$ cat config.mk
export PLATFORM = sky130hd
export DESIGN_NAME = led_blink_breath_controller_core
export DESIGN_NICKNAME = d
export VERILOG_FILES = /design/src/lbb_pkg.sv /design/src/lbb_div.sv /design/src/lbb_datapath.sv /design/src/lbb_ctrl.sv /design/src/led_blink_breath_controller_core.sv
export SDC_FILE = /design/constraint.sdc
export NUM_CORES = 1
export LEC_CHECK = 0
export ABC_AREA = 1
export BUFFER_PORTS_ARGS = -buffer_cell sky130_fd_sc_hd__buf_2
export CELL_PAD_IN_SITES_DETAIL_PLACEMENT = 1
export CELL_PAD_IN_SITES_GLOBAL_PLACEMENT = 1
export CORE_MARGIN = 2
export CORE_UTILIZATION = 30
export CTS_CLUSTER_SIZE = 12
export DETAILED_ROUTE_END_ITERATION = 10
export PLACE_DENSITY_LB_ADDON = 0.15
export SYNTH_ARGS = -nofsm -noshare
export SYNTH_HDL_FRONTEND = slang
export SYNTH_HIERARCHICAL = 1
export SYNTH_SLANG_ARGS = --single-unit
$ cat constraint.sdc
create_clock -name clk_i -period 6.8 [get_ports clk_i]
set_input_delay 0.68 -clock clk_i [delete_from_list [all_inputs] [get_ports clk_i]]
set_output_delay 0.68 -clock clk_i [all_outputs]
set_load 0.005 [all_outputs]
$ cat src/lbb_pkg.sv
// Shared types, constants and the sine lookup for the LED blink/breath controller.
package lbb_pkg;

  localparam int unsigned ELAPSED_W  = 32;
  localparam int unsigned ITER_W     = 6;
  localparam int unsigned SINE_BITS  = 8;
  localparam int unsigned CMD_W      = 2;
  localparam int unsigned IN_DATA_W  = 32;
  localparam int unsigned OUT_DATA_W = 32;
  localparam int unsigned EVENTS_W   = 9;
  localparam int unsigned NUMBER_W   = 16;

  localparam logic [7:0] LEVEL_OFF = 8'd0;
  localparam logic [7:0] LEVEL_ON  = 8'd255;
  localparam logic [7:0] LEVEL_MID = 8'd128;

  localparam logic [1:0] STYLE_BREATH = 2'd2;

  typedef enum logic [1:0] {
    CMD_TICK  = 2'd0,
    CMD_START = 2'd1,
    CMD_SET   = 2'd2,
    CMD_NONE  = 2'd3
  } lbb_cmd_e;

  typedef enum logic [2:0] {
    ST_IDLE,
    ST_DIV_N,
    ST_DIV_P,
    ST_DIV_S,
    ST_FINISH
  } lbb_state_e;

  typedef enum logic [1:0] {
    DIV_PERIOD,
    DIV_HALF,
    DIV_SINE
  } lbb_div_op_e;

  typedef struct packed {
    logic        load;
    logic        div_start;
    lbb_div_op_e div_op;
    logic        save_n;
    logic        commit;
  } lbb_ctrl_t;

  typedef struct packed {
    logic in_tick;
    logic div_busy;
    logic need_sine;
    logic need_par;
    logic out_free;
  } lbb_stat_t;

  // round(128 * sin(pi/2 * j / 64)) for j = 0..64
  localparam logic [7:0] QUARTER_SINE [65] = '{
    8'd0,   8'd3,   8'd6,   8'd9,   8'd13,  8'd16,  8'd19,  8'd22,
    8'd25,  8'd28,  8'd31,  8'd34,  8'd37,  8'd40,  8'd43,  8'd46,
    8'd49,  8'd52,  8'd55,  8'd58,  8'd60,  8'd63,  8'd66,  8'd68,
    8'd71,  8'd74,  8'd76,  8'd79,  8'd81,  8'd84,  8'd86,  8'd88,
    8'd91,  8'd93,  8'd95,  8'd97,  8'd99,  8'd101, 8'd103, 8'd105,
    8'd106, 8'd108, 8'd110, 8'd111, 8'd113, 8'd114, 8'd116, 8'd117,
    8'd118, 8'd119, 8'd121, 8'd122, 8'd122, 8'd123, 8'd124, 8'd125,
    8'd126, 8'd126, 8'd127, 8'd127, 8'd127, 8'd128, 8'd128, 8'd128,
    8'd128
  };

  // Full-wave level clamp(128 + round(128*sin(2*pi*idx/256)), 0, 255) folded from a quarter wave.
  function automatic logic [7:0] sine_level(input logic [SINE_BITS-1:0] idx);
    logic [6:0] j;
    logic [7:0] mag;
    logic [8:0] sum;
    begin
      if (idx[6]) begin
        j = 7'd64 - {1'b0, idx[5:0]};
      end else begin
        j = {1'b0, idx[5:0]};
      end
      mag = QUARTER_SINE[j];
      sum = {1'b0, LEVEL_MID} + {1'b0, mag};
      if (idx[7]) begin
        sine_level = LEVEL_MID - mag;
      end else if (sum[8]) begin
        sine_level = LEVEL_ON;
      end else begin
        sine_level = sum[7:0];
      end
    end
  endfunction

endpackage

$ cat src/lbb_div.sv
// Bit-serial restoring divider, one quotient bit per cycle.
module lbb_div #(
  parameter int unsigned DIVIDEND_W = 32,
  parameter int unsigned DIVISOR_W  = 16,
  parameter int unsigned CNT_W      = 6
) (
  input  logic                  clk_i,
  input  logic                  rst_ni,
  input  logic                  start_i,
  input  logic [DIVIDEND_W-1:0] dividend_i,
  input  logic [DIVISOR_W-1:0]  init_rem_i,   // must be below divisor_i
  input  logic [DIVISOR_W-1:0]  divisor_i,
  input  logic [CNT_W-1:0]      iters_i,
  output logic                  busy_o,
  output logic [DIVIDEND_W-1:0] quo_o,
  output logic [DIVISOR_W-1:0]  rem_o
);

  logic                  busy_q, busy_d;
  logic [CNT_W-1:0]      cnt_q, cnt_d;
  logic [DIVIDEND_W-1:0] quo_q, quo_d;
  logic [DIVISOR_W-1:0]  rem_q, rem_d;
  logic [DIVISOR_W-1:0]  dvs_q, dvs_d;
  logic [DIVISOR_W:0]    shifted;
  logic [DIVISOR_W:0]    diff;
  logic                  fits;

  always_comb begin
    shifted = {rem_q, quo_q[DIVIDEND_W-1]};
    diff    = shifted - {1'b0, dvs_q};
    fits    = shifted >= {1'b0, dvs_q};

    busy_d = busy_q;
    cnt_d  = cnt_q;
    quo_d  = quo_q;
    rem_d  = rem_q;
    dvs_d  = dvs_q;
    if (start_i) begin
      busy_d = 1'b1;
      cnt_d  = iters_i;
      quo_d  = dividend_i;
      rem_d  = init_rem_i;
      dvs_d  = divisor_i;
    end else if (busy_q) begin
      quo_d = {quo_q[DIVIDEND_W-2:0], fits};
      rem_d = fits ? diff[DIVISOR_W-1:0] : shifted[DIVISOR_W-1:0];
      cnt_d = cnt_q - CNT_W'(1);
      if (cnt_q == CNT_W'(1)) begin
        busy_d = 1'b0;
      end
    end
  end

  always_ff @(posedge clk_i or negedge rst_ni) begin
    if (!rst_ni) begin
      busy_q <= 1'b0;
      cnt_q  <= '0;
    end else begin
      busy_q <= busy_d;
      cnt_q  <= cnt_d;
    end
  end

  always_ff @(posedge clk_i) begin
    quo_q <= quo_d;
    rem_q <= rem_d;
    dvs_q <= dvs_d;
  end

  assign busy_o = busy_q;
  assign quo_o  = quo_q;
  assign rem_o  = rem_q;

endmodule

$ cat src/lbb_datapath.sv
// Datapath: item latch, blink state, divider operand selection and result register.
module lbb_datapath #(
  parameter int unsigned PERIOD_BITS = 16
) (
  input  logic                                 clk_i,
  input  logic                                 rst_ni,
  input  lbb_pkg::lbb_ctrl_t                   ctrl_i,
  output lbb_pkg::lbb_stat_t                   stat_o,
  input  logic [lbb_pkg::CMD_W-1:0]            s_tuser_i,
  input  logic [lbb_pkg::IN_DATA_W-1:0]        s_tdata_i,
  input  logic                                 m_tready_i,
  output logic                                 m_tvalid_o,
  output logic [lbb_pkg::OUT_DATA_W-1:0]       m_tdata_o
);

  localparam int unsigned EW = lbb_pkg::ELAPSED_W;

  // latched item
  lbb_pkg::lbb_cmd_e      cmd_q;
  logic                   on_in_q;
  logic [7:0]             cnt_in_q;
  logic [PERIOD_BITS-1:0] per_in_q;
  logic [1:0]             style_in_q;

  // blink state
  logic [EW-1:0]                  elapsed_q, elapsed_d;
  logic [7:0]                     total_q, total_d;
  logic [PERIOD_BITS-1:0]         period_q, period_d;
  logic [1:0]                     style_q, style_d;
  logic [lbb_pkg::EVENTS_W-1:0]   events_q, events_d;
  logic                           started_q, started_d;
  logic                           steady_q, steady_d;
  logic                           pwm_q, pwm_d;
  logic [7:0]                     drive_q, drive_d;
  logic                           event_q, event_d;
  logic [lbb_pkg::NUMBER_W-1:0]   num_q, num_d;
  logic                           m_valid_q, m_valid_d;

  // period quotient and remainder of the current tick
  logic [EW-1:0]          n_q;
  logic [PERIOD_BITS-1:0] r_q;

  // divider
  logic [EW-1:0]                 div_dividend;
  logic [PERIOD_BITS-1:0]        div_init_rem;
  logic [PERIOD_BITS-1:0]        div_divisor;
  logic [lbb_pkg::ITER_W-1:0]    div_iters;
  logic                          div_busy;
  logic [EW-1:0]                 div_quo;
  logic [PERIOD_BITS-1:0]        div_rem;

  logic [PERIOD_BITS-1:0] half;
  logic                   run_on;
  logic                   parity;
  logic [7:0]             square_level;
  logic [7:0]             steady_level;
  logic                   carry;
  logic [EW:0]            next_n;
  logic [EW+1:0]          num_full;
  logic [lbb_pkg::NUMBER_W-1:0] num_tick;
  logic                   cancel;

  assign half = (period_q[PERIOD_BITS-1:1] == '0) ? PERIOD_BITS'(1)
                                                  : {1'b0, period_q[PERIOD_BITS-1:1]};

  always_comb begin
    div_dividend = elapsed_q;
    div_init_rem = '0;
    div_divisor  = period_q;
    div_iters    = lbb_pkg::ITER_W'(EW);
    case (ctrl_i.div_op)
      lbb_pkg::DIV_PERIOD: begin
        div_divisor = period_q;
      end
      lbb_pkg::DIV_HALF: begin
        div_divisor = half;
      end
      lbb_pkg::DIV_SINE: begin
        // scale the phase by the table size: long division of rem << SINE_BITS
        div_dividend = '0;
        div_init_rem = div_rem;
        div_iters    = lbb_pkg::ITER_W'(lbb_pkg::SINE_BITS);
      end
      default: begin
        div_divisor = period_q;
      end
    endcase
  end

  lbb_div #(
    .DIVIDEND_W (EW),
    .DIVISOR_W  (PERIOD_BITS),
    .CNT_W      (lbb_pkg::ITER_W)
  ) u_div (
    .clk_i      (clk_i),
    .rst_ni     (rst_ni),
    .start_i    (ctrl_i.div_start),
    .dividend_i (div_dividend),
    .init_rem_i (div_init_rem),
    .divisor_i  (div_divisor),
    .iters_i    (div_iters),
    .busy_o     (div_busy),
    .quo_o      (div_quo),
    .rem_o      (div_rem)
  );

  // status is read by the controller right after the period quotient settles
  assign run_on = (total_q != '0) && (div_quo < EW'(total_q));

  always_comb begin
    stat_o           = '0;
    stat_o.in_tick   = (lbb_pkg::lbb_cmd_e'(s_tuser_i) == lbb_pkg::CMD_TICK);
    stat_o.div_busy  = div_busy;
    stat_o.need_sine = run_on && (style_q == lbb_pkg::STYLE_BREATH);
    stat_o.need_par  = run_on && (style_q != lbb_pkg::STYLE_BREATH) && period_q[0]
                       && (period_q != PERIOD_BITS'(1));
    stat_o.out_free  = !m_valid_q || m_tready_i;
  end

  always_comb begin
    // parity of elapsed / half: even periods follow from the remainder directly
    if (!period_q[0]) begin
      parity = (r_q >= half);
    end else if (period_q == PERIOD_BITS'(1)) begin
      parity = elapsed_q[0];
    end else begin
      parity = div_quo[0];
    end
    square_level = ({1'b0, parity} == style_q) ? lbb_pkg::LEVEL_OFF : lbb_pkg::LEVEL_ON;
    steady_level = steady_q ? lbb_pkg::LEVEL_ON : lbb_pkg::LEVEL_OFF;

    // quotient of elapsed + 1 without another division
    carry = ({1'b0, r_q} + (PERIOD_BITS + 1)'(1)) == {1'b0, period_q};
    if (&elapsed_q) begin
      next_n = '0;
    end else begin
      next_n = {1'b0, n_q} + (EW + 1)'(carry);
    end
    num_full = {1'b0, next_n} + (EW + 2)'(1);
    if (num_full > (EW + 2)'({lbb_pkg::NUMBER_W{1'b1}})) begin
      num_tick = '1;
    end else begin
      num_tick = num_full[lbb_pkg::NUMBER_W-1:0];
    end
    cancel = (cnt_in_q == '0) || (per_in_q == '0);
  end

  always_comb begin
    elapsed_d = elapsed_q;
    total_d   = total_q;
    period_d  = period_q;
    style_d   = style_q;
    events_d  = events_q;
    started_d = started_q;
    steady_d  = steady_q;
    pwm_d     = pwm_q;
    drive_d   = drive_q;
    event_d   = event_q;
    num_d     = num_q;
    m_valid_d = m_valid_q && !m_tready_i;

    if (ctrl_i.commit) begin
      m_valid_d = 1'b1;
      event_d   = 1'b0;
      case (cmd_q)
        lbb_pkg::CMD_SET: begin
          steady_d = on_in_q;
          drive_d  = on_in_q ? lbb_pkg::LEVEL_ON : lbb_pkg::LEVEL_OFF;
          total_d  = '0;
        end
        lbb_pkg::CMD_START: begin
          events_d = '0;
          style_d  = style_in_q;
          if (cancel) begin
            total_d   = '0;
            period_d  = PERIOD_BITS'(1);
            started_d = 1'b0;
            drive_d   = steady_level;
            num_d     = '0;
          end else begin
            total_d   = cnt_in_q;
            period_d  = per_in_q;
            started_d = 1'b1;
            elapsed_d = '0;
            num_d     = lbb_pkg::NUMBER_W'(1);
          end
        end
        lbb_pkg::CMD_TICK: begin
          if (total_q != '0) begin
            if (n_q >= EW'(total_q)) begin
              total_d = '0;
              drive_d = steady_level;
            end else begin
              if (style_q == lbb_pkg::STYLE_BREATH) begin
                drive_d = lbb_pkg::sine_level(div_quo[lbb_pkg::SINE_BITS-1:0]);
                pwm_d   = 1'b1;
              end else begin
                drive_d = square_level;
              end
              if (n_q >= EW'(events_q)) begin
                event_d  = 1'b1;
                events_d = n_q[lbb_pkg::EVENTS_W-1:0] + lbb_pkg::EVENTS_W'(1);
              end
            end
          end
          elapsed_d = elapsed_q + EW'(1);
          num_d     = started_q ? num_tick : '0;
        end
        default: begin
          // unused command: report the held state
        end
      endcase
    end
  end

  always_ff @(posedge clk_i or negedge rst_ni) begin
    if (!rst_ni) begin
      elapsed_q <= '0;
      total_q   <= '0;
      period_q  <= PERIOD_BITS'(1);
      style_q   <= '0;
      events_q  <= '0;
      started_q <= 1'b0;
      steady_q  <= 1'b0;
      pwm_q     <= 1'b0;
      drive_q   <= '0;
      event_q   <= 1'b0;
      num_q     <= '0;
      m_valid_q <= 1'b0;
    end else begin
      elapsed_q <= elapsed_d;
      total_q   <= total_d;
      period_q  <= period_d;
      style_q   <= style_d;
      events_q  <= events_d;
      started_q <= started_d;
      steady_q  <= steady_d;
      pwm_q     <= pwm_d;
      drive_q   <= drive_d;
      event_q   <= event_d;
      num_q     <= num_d;
      m_valid_q <= m_valid_d;
    end
  end

  always_ff @(posedge clk_i) begin
    if (ctrl_i.load) begin
      cmd_q      <= lbb_pkg::lbb_cmd_e'(s_tuser_i);
      on_in_q    <= s_tdata_i[0];
      cnt_in_q   <= s_tdata_i[8:1];
      per_in_q   <= PERIOD_BITS'(s_tdata_i[24:9]);
      style_in_q <= s_tdata_i[26:25];
    end
    if (ctrl_i.save_n) begin
      n_q <= div_quo;
      r_q <= div_rem;
    end
  end

  assign m_tvalid_o = m_valid_q;
  assign m_tdata_o  = {5'b0, num_q, (total_q != '0), event_q, pwm_q, drive_q};

endmodule

$ cat src/lbb_ctrl.sv
// Controller FSM: sequences item capture, divider passes and result commit.
module lbb_ctrl (
  input  logic               clk_i,
  input  logic               rst_ni,
  input  logic               s_tvalid_i,
  output logic               s_tready_o,
  input  lbb_pkg::lbb_stat_t stat_i,
  output lbb_pkg::lbb_ctrl_t ctrl_o
);

  lbb_pkg::lbb_state_e state_q, state_d;

  always_ff @(posedge clk_i or negedge rst_ni) begin
    if (!rst_ni) begin
      state_q <= lbb_pkg::ST_IDLE;
    end else begin
      state_q <= state_d;
    end
  end

  always_comb begin
    state_d       = state_q;
    ctrl_o        = '0;
    ctrl_o.div_op = lbb_pkg::DIV_PERIOD;
    s_tready_o    = 1'b0;
    case (state_q)
      lbb_pkg::ST_IDLE: begin
        s_tready_o = 1'b1;
        if (s_tvalid_i) begin
          ctrl_o.load = 1'b1;
          if (stat_i.in_tick) begin
            ctrl_o.div_start = 1'b1;
            ctrl_o.div_op    = lbb_pkg::DIV_PERIOD;
            state_d          = lbb_pkg::ST_DIV_N;
          end else begin
            state_d = lbb_pkg::ST_FINISH;
          end
        end
      end
      lbb_pkg::ST_DIV_N: begin
        if (!stat_i.div_busy) begin
          ctrl_o.save_n = 1'b1;
          if (stat_i.need_sine) begin
            ctrl_o.div_start = 1'b1;
            ctrl_o.div_op    = lbb_pkg::DIV_SINE;
            state_d          = lbb_pkg::ST_DIV_S;
          end else if (stat_i.need_par) begin
            ctrl_o.div_start = 1'b1;
            ctrl_o.div_op    = lbb_pkg::DIV_HALF;
            state_d          = lbb_pkg::ST_DIV_P;
          end else begin
            state_d = lbb_pkg::ST_FINISH;
          end
        end
      end
      lbb_pkg::ST_DIV_P, lbb_pkg::ST_DIV_S: begin
        if (!stat_i.div_busy) begin
          state_d = lbb_pkg::ST_FINISH;
        end
      end
      lbb_pkg::ST_FINISH: begin
        // hold until the previous result has been taken
        if (stat_i.out_free) begin
          ctrl_o.commit = 1'b1;
          state_d       = lbb_pkg::ST_IDLE;
        end
      end
      default: begin
        state_d = lbb_pkg::ST_IDLE;
      end
    endcase
  end

endmodule

$ cat src/led_blink_breath_controller_core.sv
// LED blink/breath controller: top level joining controller and datapath.
//
// Slave stream carries one command per transfer: tuser selects tick, start or
// set; tdata carries the steady level, blink count, period and style. Every
// accepted command produces exactly one result transfer on the master stream
// with the drive level, PWM mode flag, period-start event, run-active flag
// and the current blink number.
// Set, start and the unused command go from capture straight to the result
// commit. A tick first runs the shared bit-serial divider to form
// elapsed / period (one quotient bit per cycle over 32 bits); in an active run,
// breathing adds a divider pass for the sine index and square blinking with
// an odd period above one adds a pass over elapsed / half for the parity.
// One command is in work at a time; tready is high while the controller waits
// for a command, also while an earlier result is still pending.
// If the receiver stalls, the finished command waits until the pending result
// has been transferred; the pending result holds steady meanwhile.
// Reset clears the run, the steady level, the PWM flag and the time base, and
// sets the period to one; no result is pending after reset.
module led_blink_breath_controller_core #(
  parameter int unsigned PERIOD_BITS = 16
) (
  input  logic        clk_i,
  input  logic        rst_ni,
  input  logic        s_axis_tvalid,
  output logic        s_axis_tready,
  input  logic [31:0] s_axis_tdata,   // on_level, blink_count[8], period_ms[16], blink_style[2]
  input  logic [1:0]  s_axis_tuser,   // command
  output logic        m_axis_tvalid,
  input  logic        m_axis_tready,
  output logic [31:0] m_axis_tdata    // pin_level[8], analog_mode, cycle_event, blink_active,
                                      // blink_number[16]
);

  lbb_pkg::lbb_ctrl_t ctrl;
  lbb_pkg::lbb_stat_t stat;

  lbb_ctrl u_ctrl (
    .clk_i      (clk_i),
    .rst_ni     (rst_ni),
    .s_tvalid_i (s_axis_tvalid),
    .s_tready_o (s_axis_tready),
    .stat_i     (stat),
    .ctrl_o     (ctrl)
  );

  lbb_datapath #(
    .PERIOD_BITS (PERIOD_BITS)
  ) u_datapath (
    .clk_i      (clk_i),
    .rst_ni     (rst_ni),
    .ctrl_i     (ctrl),
    .stat_o     (stat),
    .s_tuser_i  (s_axis_tuser),
    .s_tdata_i  (s_axis_tdata),
    .m_tready_i (m_axis_tready),
    .m_tvalid_o (m_axis_tvalid),
    .m_tdata_o  (m_axis_tdata)
  );

endmodule

==> summary.md, run 1 <==
| Metric | Value |
|---|---|
| Post-Place Cells | `3,100` |
| Pre-antenna DRT Iters | `4` |
| Worst Setup Start Kind | `flop` |
| Crit path kind | `flop to flop` |
| DR WL/cell | `16.8 um` |
| Tmin final | `6.07 ns` |
| Final Util | `34.2%` |
| IO Pins | `72` |
| Congestion Overflow GR | `0` |
| Final-report setup violation count | `0` |
| Top FF cell, synth | `edfxtp_1` |
| Reported max-cap violation count | `0` |
| Antenna violations before repair | `0` |
| Cell count after synthesis | `2,315` |
| Worst r2r src | `u_datapath/r_q[0]` |
| RSZ-0062 raised after global routing | `no` |
| Hold buffer count at CTS | `0` |
| RD Place Congestion | `0.830` |
| Sequential share of the synthesized area | `40.5%` |
| Total power | `7.70 mW` |
| VDD IR max | `0.221 mV` |
| Layout Skew | `0.0120 ns` |
| Crit end category | `flop` |
| Area grow syn2layout | `13.0%` |
| Crit Path Max Fanout | `16` |
| Final Routed Wirelength | `53.1 mm` |
| Largest net degree at the start of global routing | `71` |
| Final period util | `89.3%` |
| GRT Total Usage | `18.1%` |
| Reg2Reg Setup Slack | `0.73 ns` |
| CTS tree | `done` |
| Placement Cell Area | `0.0181 mm2` |
| Post-synthesis area per instance | `7.34 um2` |
| # rows | `87` |
| WP data required | `7.27 ns` |
| Fraction of registers with async set or reset after synthesis | `42.9%` |
| Pwr per Cell Area | `401 mW/mm2` |
| Critical Path AT | `6.55 ns` |
| Global-route wire length before repair | `86.4 mm` |
| CTS Root Cell | `clkbuf_16` |
| Fin. Hold Viols | `0` |
| Status | `finished, final reports clean` |
| Layout Cells excl Fill | `3,157` |
| Synthesized flop and latch total | `247` |
| Starting DRT DRC Count | `646` |
| Core area | `0.0562 mm2` |
| Type of the worst min-delay path | `input pin to async pin` |
| Post-CTS sizing | `0` |
| NumNets Final | `2,491` |
| Measured slew at the worst slew-check pin | `1.17 ns` |
| Setup_tns | `0 ns` |
| Die area | `0.0585 mm2` |
| DRT antenna net count | `0` |
| Bufs on Longest Clock Path | `3` |
| Port bufs | `61` |
| Starting Density | `30.2%` |
| Vias per cell | `4.81` |
| DRC | `0` |
| CTS HTree Levels | `1` |
| Share of layout cells above drive strength 1 | `9.25%` |
| Worst slew margin | `21.7%` |
| DIE WIDTH | `242 um` |
| Layout Cell Area excl Fill | `0.0192 mm2` |
| FF-to-FF End | `u_datapath/num_q[0]` |
| N_diodes | `0` |
| EDFF count, synth | `141` |
| P_leak | `8.78 nW` |
| Die height | `242 um` |
| Setup bufs post-CTS | `0` |
| Ys Warns | `6` |
| Reg clk slew, reported paths | `0.06 ns` |
| Max Clk Rate | `165 MHz` |
| Total number of vias | `15,177` |
| Critical Path Source | `u_datapath/r_q[0]` |
| HPWL after DPL | `41.8 mm` |
| Number of global-route vias before repair | `15,937` |
| Worst setup endpoint | `u_datapath/num_q[0]` |
| Synthesized cell area | `0.0170 mm2` |
| FF-to-FF path depth | `27` |
| Number of buffers created by CTS | `31` |
| Clock Latency Late Sink | `0.59 ns` |
| Distinct cell type count after synthesis | `58` |
| Slew Limit Fails | `0` |
| Num Clock Sinks | `247` |
| Fill cells | `7,042` |
[layer usage]
layer,global-route usage (%),routed length (um)
met1,25.3,26300
met2,30.5,24800
met3,1.85,1060
met4,3.23,849
met5,0,0
[flip-flops by register name, indices dropped and copies added, names as in the netlist, 2 cells and up]
signal	count
u_datapath/num_q	16
u_datapath/u_div/rem_o	16
u_datapath/per_in_q	16
u_datapath/cmd_q	2
u_datapath/period_q	16
u_ctrl/state_q	3
u_datapath/events_q	9
u_datapath/elapsed_q	32
u_datapath/drive_q	8
u_datapath/style_in_q	2
u_datapath/style_q	2
u_datapath/n_q	32
u_datapath/u_div/cnt_q	6
u_datapath/r_q	16
u_datapath/total_q	8
u_datapath/u_div/quo_o	32
u_datapath/u_div/dvs_q	16
u_datapath/cnt_in_q	8
[worst min-delay path by stage]
| stage | slack [ns] | start | endpoint |
|---|---|---|---|
| 2_1_floorplan | 0.38 | rst_ni | u_ctrl/state_q[0] |
| 3_3_place_gp | 0.44 | u_datapath/style_in_q[1] | u_datapath/style_q[1] |
| 3_5_place_dp | 0.45 | u_datapath/style_in_q[0] | u_datapath/style_q[0] |
| 4_1_cts | 0.13 | rst_ni | u_datapath/drive_q[4] |
| 5_1_grt | 0.16 | rst_ni | u_datapath/drive_q[4] |
| 6_report | 0.12 | rst_ni | u_datapath/drive_q[4] |
[synth_stat cells, types with 3 or more instances]
library cell | number | area share, %
xnor2_1 | 15 | 0.77
nand2_1 | 679 | 15
buf_2 | 7 | 0.21
o21ai_2 | 3 | 0.15
nand2_2 | 20 | 0.74
a2111oi_0 | 3 | 0.15
nor2_4 | 15 | 0.99
o221ai_1 | 3 | 0.15
nand4_1 | 42 | 1.5
edfxtp_1 | 141 | 25
buf_4 | 12 | 0.53
a22oi_1 | 3 | 0.13
nor3_1 | 25 | 0.74
buf_1 | 4 | 0.088
xor2_1 | 38 | 2.0
inv_1 | 314 | 6.9
nor4_1 | 16 | 0.59
a211oi_1 | 4 | 0.18
nor2_2 | 19 | 0.70
o211ai_1 | 9 | 0.40
inv_2 | 9 | 0.20
clkinv_1 | 6 | 0.13
nand2_4 | 3 | 0.20
o22ai_1 | 17 | 0.63
nand3b_1 | 18 | 0.80
dfrtp_1 | 105 | 15
ha_1 | 74 | 5.5
nand3_1 | 189 | 5.6
o21ai_0 | 84 | 2.5
nor2_1 | 283 | 6.3
clkbuf_1 | 26 | 0.57
a21oi_1 | 69 | 2.0
o21a_1 | 7 | 0.31
nand3_2 | 20 | 1.2
[cell type report]
type,instances,area (um2),area share (%)
clock buffer,37,808,4.21
clock inverter,19,267,1.39
inverter,329,1230,6.43
multi-input combinational,1695,8640,45.0
sequential,247,6890,35.9
tap,756,946,4.93
timing repair buffer,74,418,2.18
[cell usage in the layout, fill, tap and decap left out, types with 10 or more instances in the layout]
cell and count:
nor3_1 23, nand3_2 20, o22ai_1 17, edfxtp_1 141, buf_2 60, nand4_1 42
clkbuf_16 31, ha_1 74, nor2_2 20, nor4_1 16, buf_4 13, a21oi_1 69
xor2_1 38, nand3_1 189, nor2_1 282, nand3b_1 18, o21ai_0 84, nand2_1 679
dfrtp_1 105, nand2_2 20, nor2_4 15, inv_1 313, xnor2_1 15, inv_2 10
[per-stage QoR]
| stage | worst slack, ns | hold slack [ns] |
|---|---|---|
| global placement | 0.712 | 0.440 |
| CTS | 0.509 | 0.129 |
| detailed placement | 0.532 | 0.449 |
| finish | 0.727 | 0.119 |
| floorplan | 2.55 | 0.384 |
| global route | 0.0730 | 0.160 |
[cell families (layout without fill, tap and decap cells)]
group / count (synthesis) / count (layout) / share of synthesized area [%]
AOI/OAI and AO/OA: 220 / 220 / 7.47
xor gates and xnor gates: 53 / 53 / 2.73
adders and majority gates: 75 / 75 / 5.57
buffers and inverters: 381 / 459 / 8.89
DFF: 247 / 247 / 40.5
other: 1 / 9 / 0.0221
and+or+nand+nor: 1338 / 1338 / 34.8
[where the power goes]
part	leakage (nW)	switching (mW)	total (mW)	internal, mW
Combinational	5.53	2.24	3.35	1.11
Sequential	2.72	0.399	2.60	2.20
Clock	0.532	0.670	1.75	1.08
[critical path, cell delays in order (launching register included)]
cell and delay [ns]:
edfxtp_1 0.42, nand3_1 0.14, nor2_1 0.20, nand3_1 0.15
nor3_1 0.45, nand2_1 0.13, xor2_1 0.14, o21ai_0 0.10
a221oi_1 0.26, nand3_1 0.11, nor3_1 0.44, ha_1 0.42
ha_1 0.27, nand3_1 0.21, nor2_2 0.31, nor2_1 0.07
nor2_1 0.26, nand3_1 0.15, inv_1 0.10, nand2_2 0.12
nor2_1 0.26, nand3_1 0.17, xnor2_1 0.16, nand3_1 0.15
nor2_4 0.45, nand3_1 0.15, nand2_1 0.10, a21oi_1 0.06
No activity file was read; power rests on OpenSTA's default activity.
==> inputs of run 2 (changes only) <==
Settings changed: ABC_CLOCK_PERIOD_IN_PS set to 6800, CORE_UTILIZATION 30 to 50.
==> summary.md, run 2 (synthesized netlist as in run 1, its figures left out) <==
| Metric | Value |
|---|---|
| Pwr per Cell Area | `408 mW/mm2 (+1.9%)` |
| Number of global-route vias before repair | `16,788 (+5.3%)` |
| Crit end category | `flop` |
| Layout Skew | `0.00962 ns (-0.00236 ns)` |
| VDD IR max | `0.300 mV (+36%)` |
| Worst slew margin | `17.4% (-4.3 points)` |
| Total number of vias | `15,811 (+4.2%)` |
| Clk pwr share | `20.7% (-2.0 points)` |
| NumNets Final | `2,487 (-0.16%)` |
| Post-CTS sizing | `0 (unchanged)` |
| Antenna violations before repair | `0 (unchanged)` |
| CP peak stage delay | `0.48 ns (+0.03 ns)` |
| Measured slew at the worst slew-check pin | `1.23 ns (+0.0641 ns)` |
| Vias per cell | `5.56 (+16%)` |
| Num Clock Sinks | `247 (unchanged)` |
| CTS Root Cell | `clkbuf_16` |
| CP top delay family | `simple AND/OR/NAND/NOR gates` |
| N_diodes | `0 (unchanged)` |
| Clock Latency Late Sink | `0.56 ns (-0.03 ns)` |
| Max Clk Rate | `160 MHz (-2.7%)` |
| Final-report setup violation count | `0 (unchanged)` |
| HPWL after DPL | `40.2 mm (-3.9%)` |
| DRC | `0 (unchanged)` |
| DIE WIDTH | `188 um (-22%)` |
| P_leak | `8.71 nW (-0.87%)` |
| Port bufs | `61 (unchanged)` |
| Crit Path Max Fanout | `16 (unchanged)` |
| Hold Worst Slack | `0.0628 ns (-0.0557 ns)` |
| Share of layout cells above drive strength 1 | `9.02% (-0.23 points)` |
| GRT Total Usage | `30.2% (+12 points)` |
| Die area | `0.0355 mm2 (-39%)` |
| Most frequent cells in the layout | `nand2_1, inv_1, nor2_1` |
| Starting Density | `50.7% (+20 points)` |
| Logic pwr share | `44.7% (+1.2 points)` |
| RD Place Congestion | `0.906 (+9.2%)` |
| IO Pins | `72 (unchanged)` |
| Setup_tns | `0 ns (unchanged)` |
| Core area | `0.0335 mm2 (-40%)` |
| Pre-antenna DRT Iters | `5 (+1)` |
| Slowest cell on crit path | `nor3_1` |
| RSZ-0062 raised after global routing | `no` |
| Final Routed Wirelength | `53.1 mm (about the same)` |
| Commonest non-fill, non-tap cell in the layout | `nand2_1` |
| Cell with the most instances on the worst path | `nand3_1` |
| CTS tree | `done` |
| Buf/Inv on CP | `1 (unchanged)` |
| Flop pwr share | `34.6% (+0.8 points)` |
| Pint | `4.25 mW (-3.2%)` |
| Setup bufs post-CTS | `0 (unchanged)` |
| Tmin final | `6.24 ns (+0.168 ns)` |
| Die height | `188 um (-22%)` |
| Largest net degree at the start of global routing | `78 (+9.9%)` |
| WP data required | `7.25 ns (-0.02 ns)` |
| Final period util | `91.8% (+2.5 points)` |
| Congestion Overflow GR | `0 (unchanged)` |
| Switching pwr | `3.37 mW (+1.9%)` |
| Fin. Hold Viols | `0 (unchanged)` |
| Reported max-cap violation count | `0 (unchanged)` |
| Reg clk slew, reported paths | `0.06 ns (about the same)` |
| Critical Path AT | `6.69 ns (+0.14 ns)` |
| Hold buffer count at CTS | `0 (unchanged)` |
| Worst Setup Start Kind | `flop` |
| Starting DRT DRC Count | `945 (+46%)` |
| Bufs on Longest Clock Path | `3 (unchanged)` |
| CTS HTree Levels | `1 (unchanged)` |
| Status | `finished, final reports clean` |
| # rows | `67 (-23%)` |
| Crit path kind | `flop to flop` |
| Slew Limit Fails | `0 (unchanged)` |
| Area grow syn2layout | `9.80%` |
| DRT antenna net count | `0 (unchanged)` |
| Global-route wire length before repair | `86.8 mm (+0.54%)` |
| Sw Ratio | `44.3% (+1.3 points)` |
| DR WL/cell | `18.7 um (+11%)` |
| Number of buffers created by CTS | `29 (-6.5%)` |
| Type of the worst min-delay path | `input pin to async pin` |
run 2: cell count changes in the layout (fill, tap and decap cells not counted), sizes merged:
cell / previous run / this run
bufinv: 6 / 3
buf: 74 / 72
clkinvlp: 0 / 1
clkinv: 17 / 16
run 2: power groups by stage:
stage               clock network [mW]  logic (mW)  registers (mW)
finish                            1.58        3.41            2.63
global route                      1.65        3.87            2.68
CTS                               1.61        3.39            2.63
detailed placement                   0        3.33            2.64
global placement                     0        3.12            2.61
floorplan                            0        2.43            2.47
run 2: path summary, 6_finish.rpt:
check,from,to,slack [ns],depth (start not counted)
setup / recovery,u_datapath/r_q[0],u_datapath/num_q[0],0.56,29
hold reg to reg,u_datapath/num_q[6],u_datapath/num_q[6],0.48,2
min in group clk_i,s_axis_tdata[12],u_datapath/per_in_q[3],0.29,1
setup reg to reg,u_datapath/r_q[0],u_datapath/num_q[0],0.56,29
max in group asynchronous,rst_ni,u_datapath/elapsed_q[30],5.28,2
hold / removal,rst_ni,u_datapath/period_q[4],0.06,1
run 2: layout make-up:
cell class | instances | area [um2]
well taps | 448 | 561
fillers | 4354 | 14900
repair buffers | 72 | 390
clock inverters | 16 | 159
clock buffers | 37 | 786
flip-flops and latches | 247 | 6890
multi-input cells | 1695 | 8640
inverters | 329 | 1230
run 2: per-stage QoR:
| step | utilization (%) | cells | cell area [um2] | total power [mW] | setup slack [ns] |
|---|---|---|---|---|---|
| detailed placement | 52.8 | 2791 | 17700 | 5.98 | 0.701 |
| finish | 55.6 | 2844 | 18700 | 7.62 | 0.558 |
| global route | 55.6 | 2844 | 18700 | 8.20 | 0.0524 |
| global placement | 52.8 | 2791 | 17700 | 5.73 | 1.05 |
| floorplan | - | 2323 | 17000 | 4.90 | 2.55 |
| CTS | 55.6 | 2844 | 18700 | 7.63 | 0.642 |
run 2: layer usage:
layer / vias up / part of all wire, % / global-route usage, %
met4: 0 / 2.5 / 7.93
met2: 299 / 51 / 56.0
met5: - / 0 / 0
li1: 7635 / - / -
met3: 100 / 3.1 / 3.09
met1: 7777 / 43 / 37.4
run 2: worst register-to-register path: cells and delay by family, from the launching register on:
family,cells,cell delay [ns]
buffers and inverters,1,0.09
flip-flops,1,0.43
AND/OR/NAND/NOR,22,4.40
adder cells (fa/ha/maj),2,0.64
XOR/XNOR,1,0.18
AO/OA/AOI/OAI,3,0.43
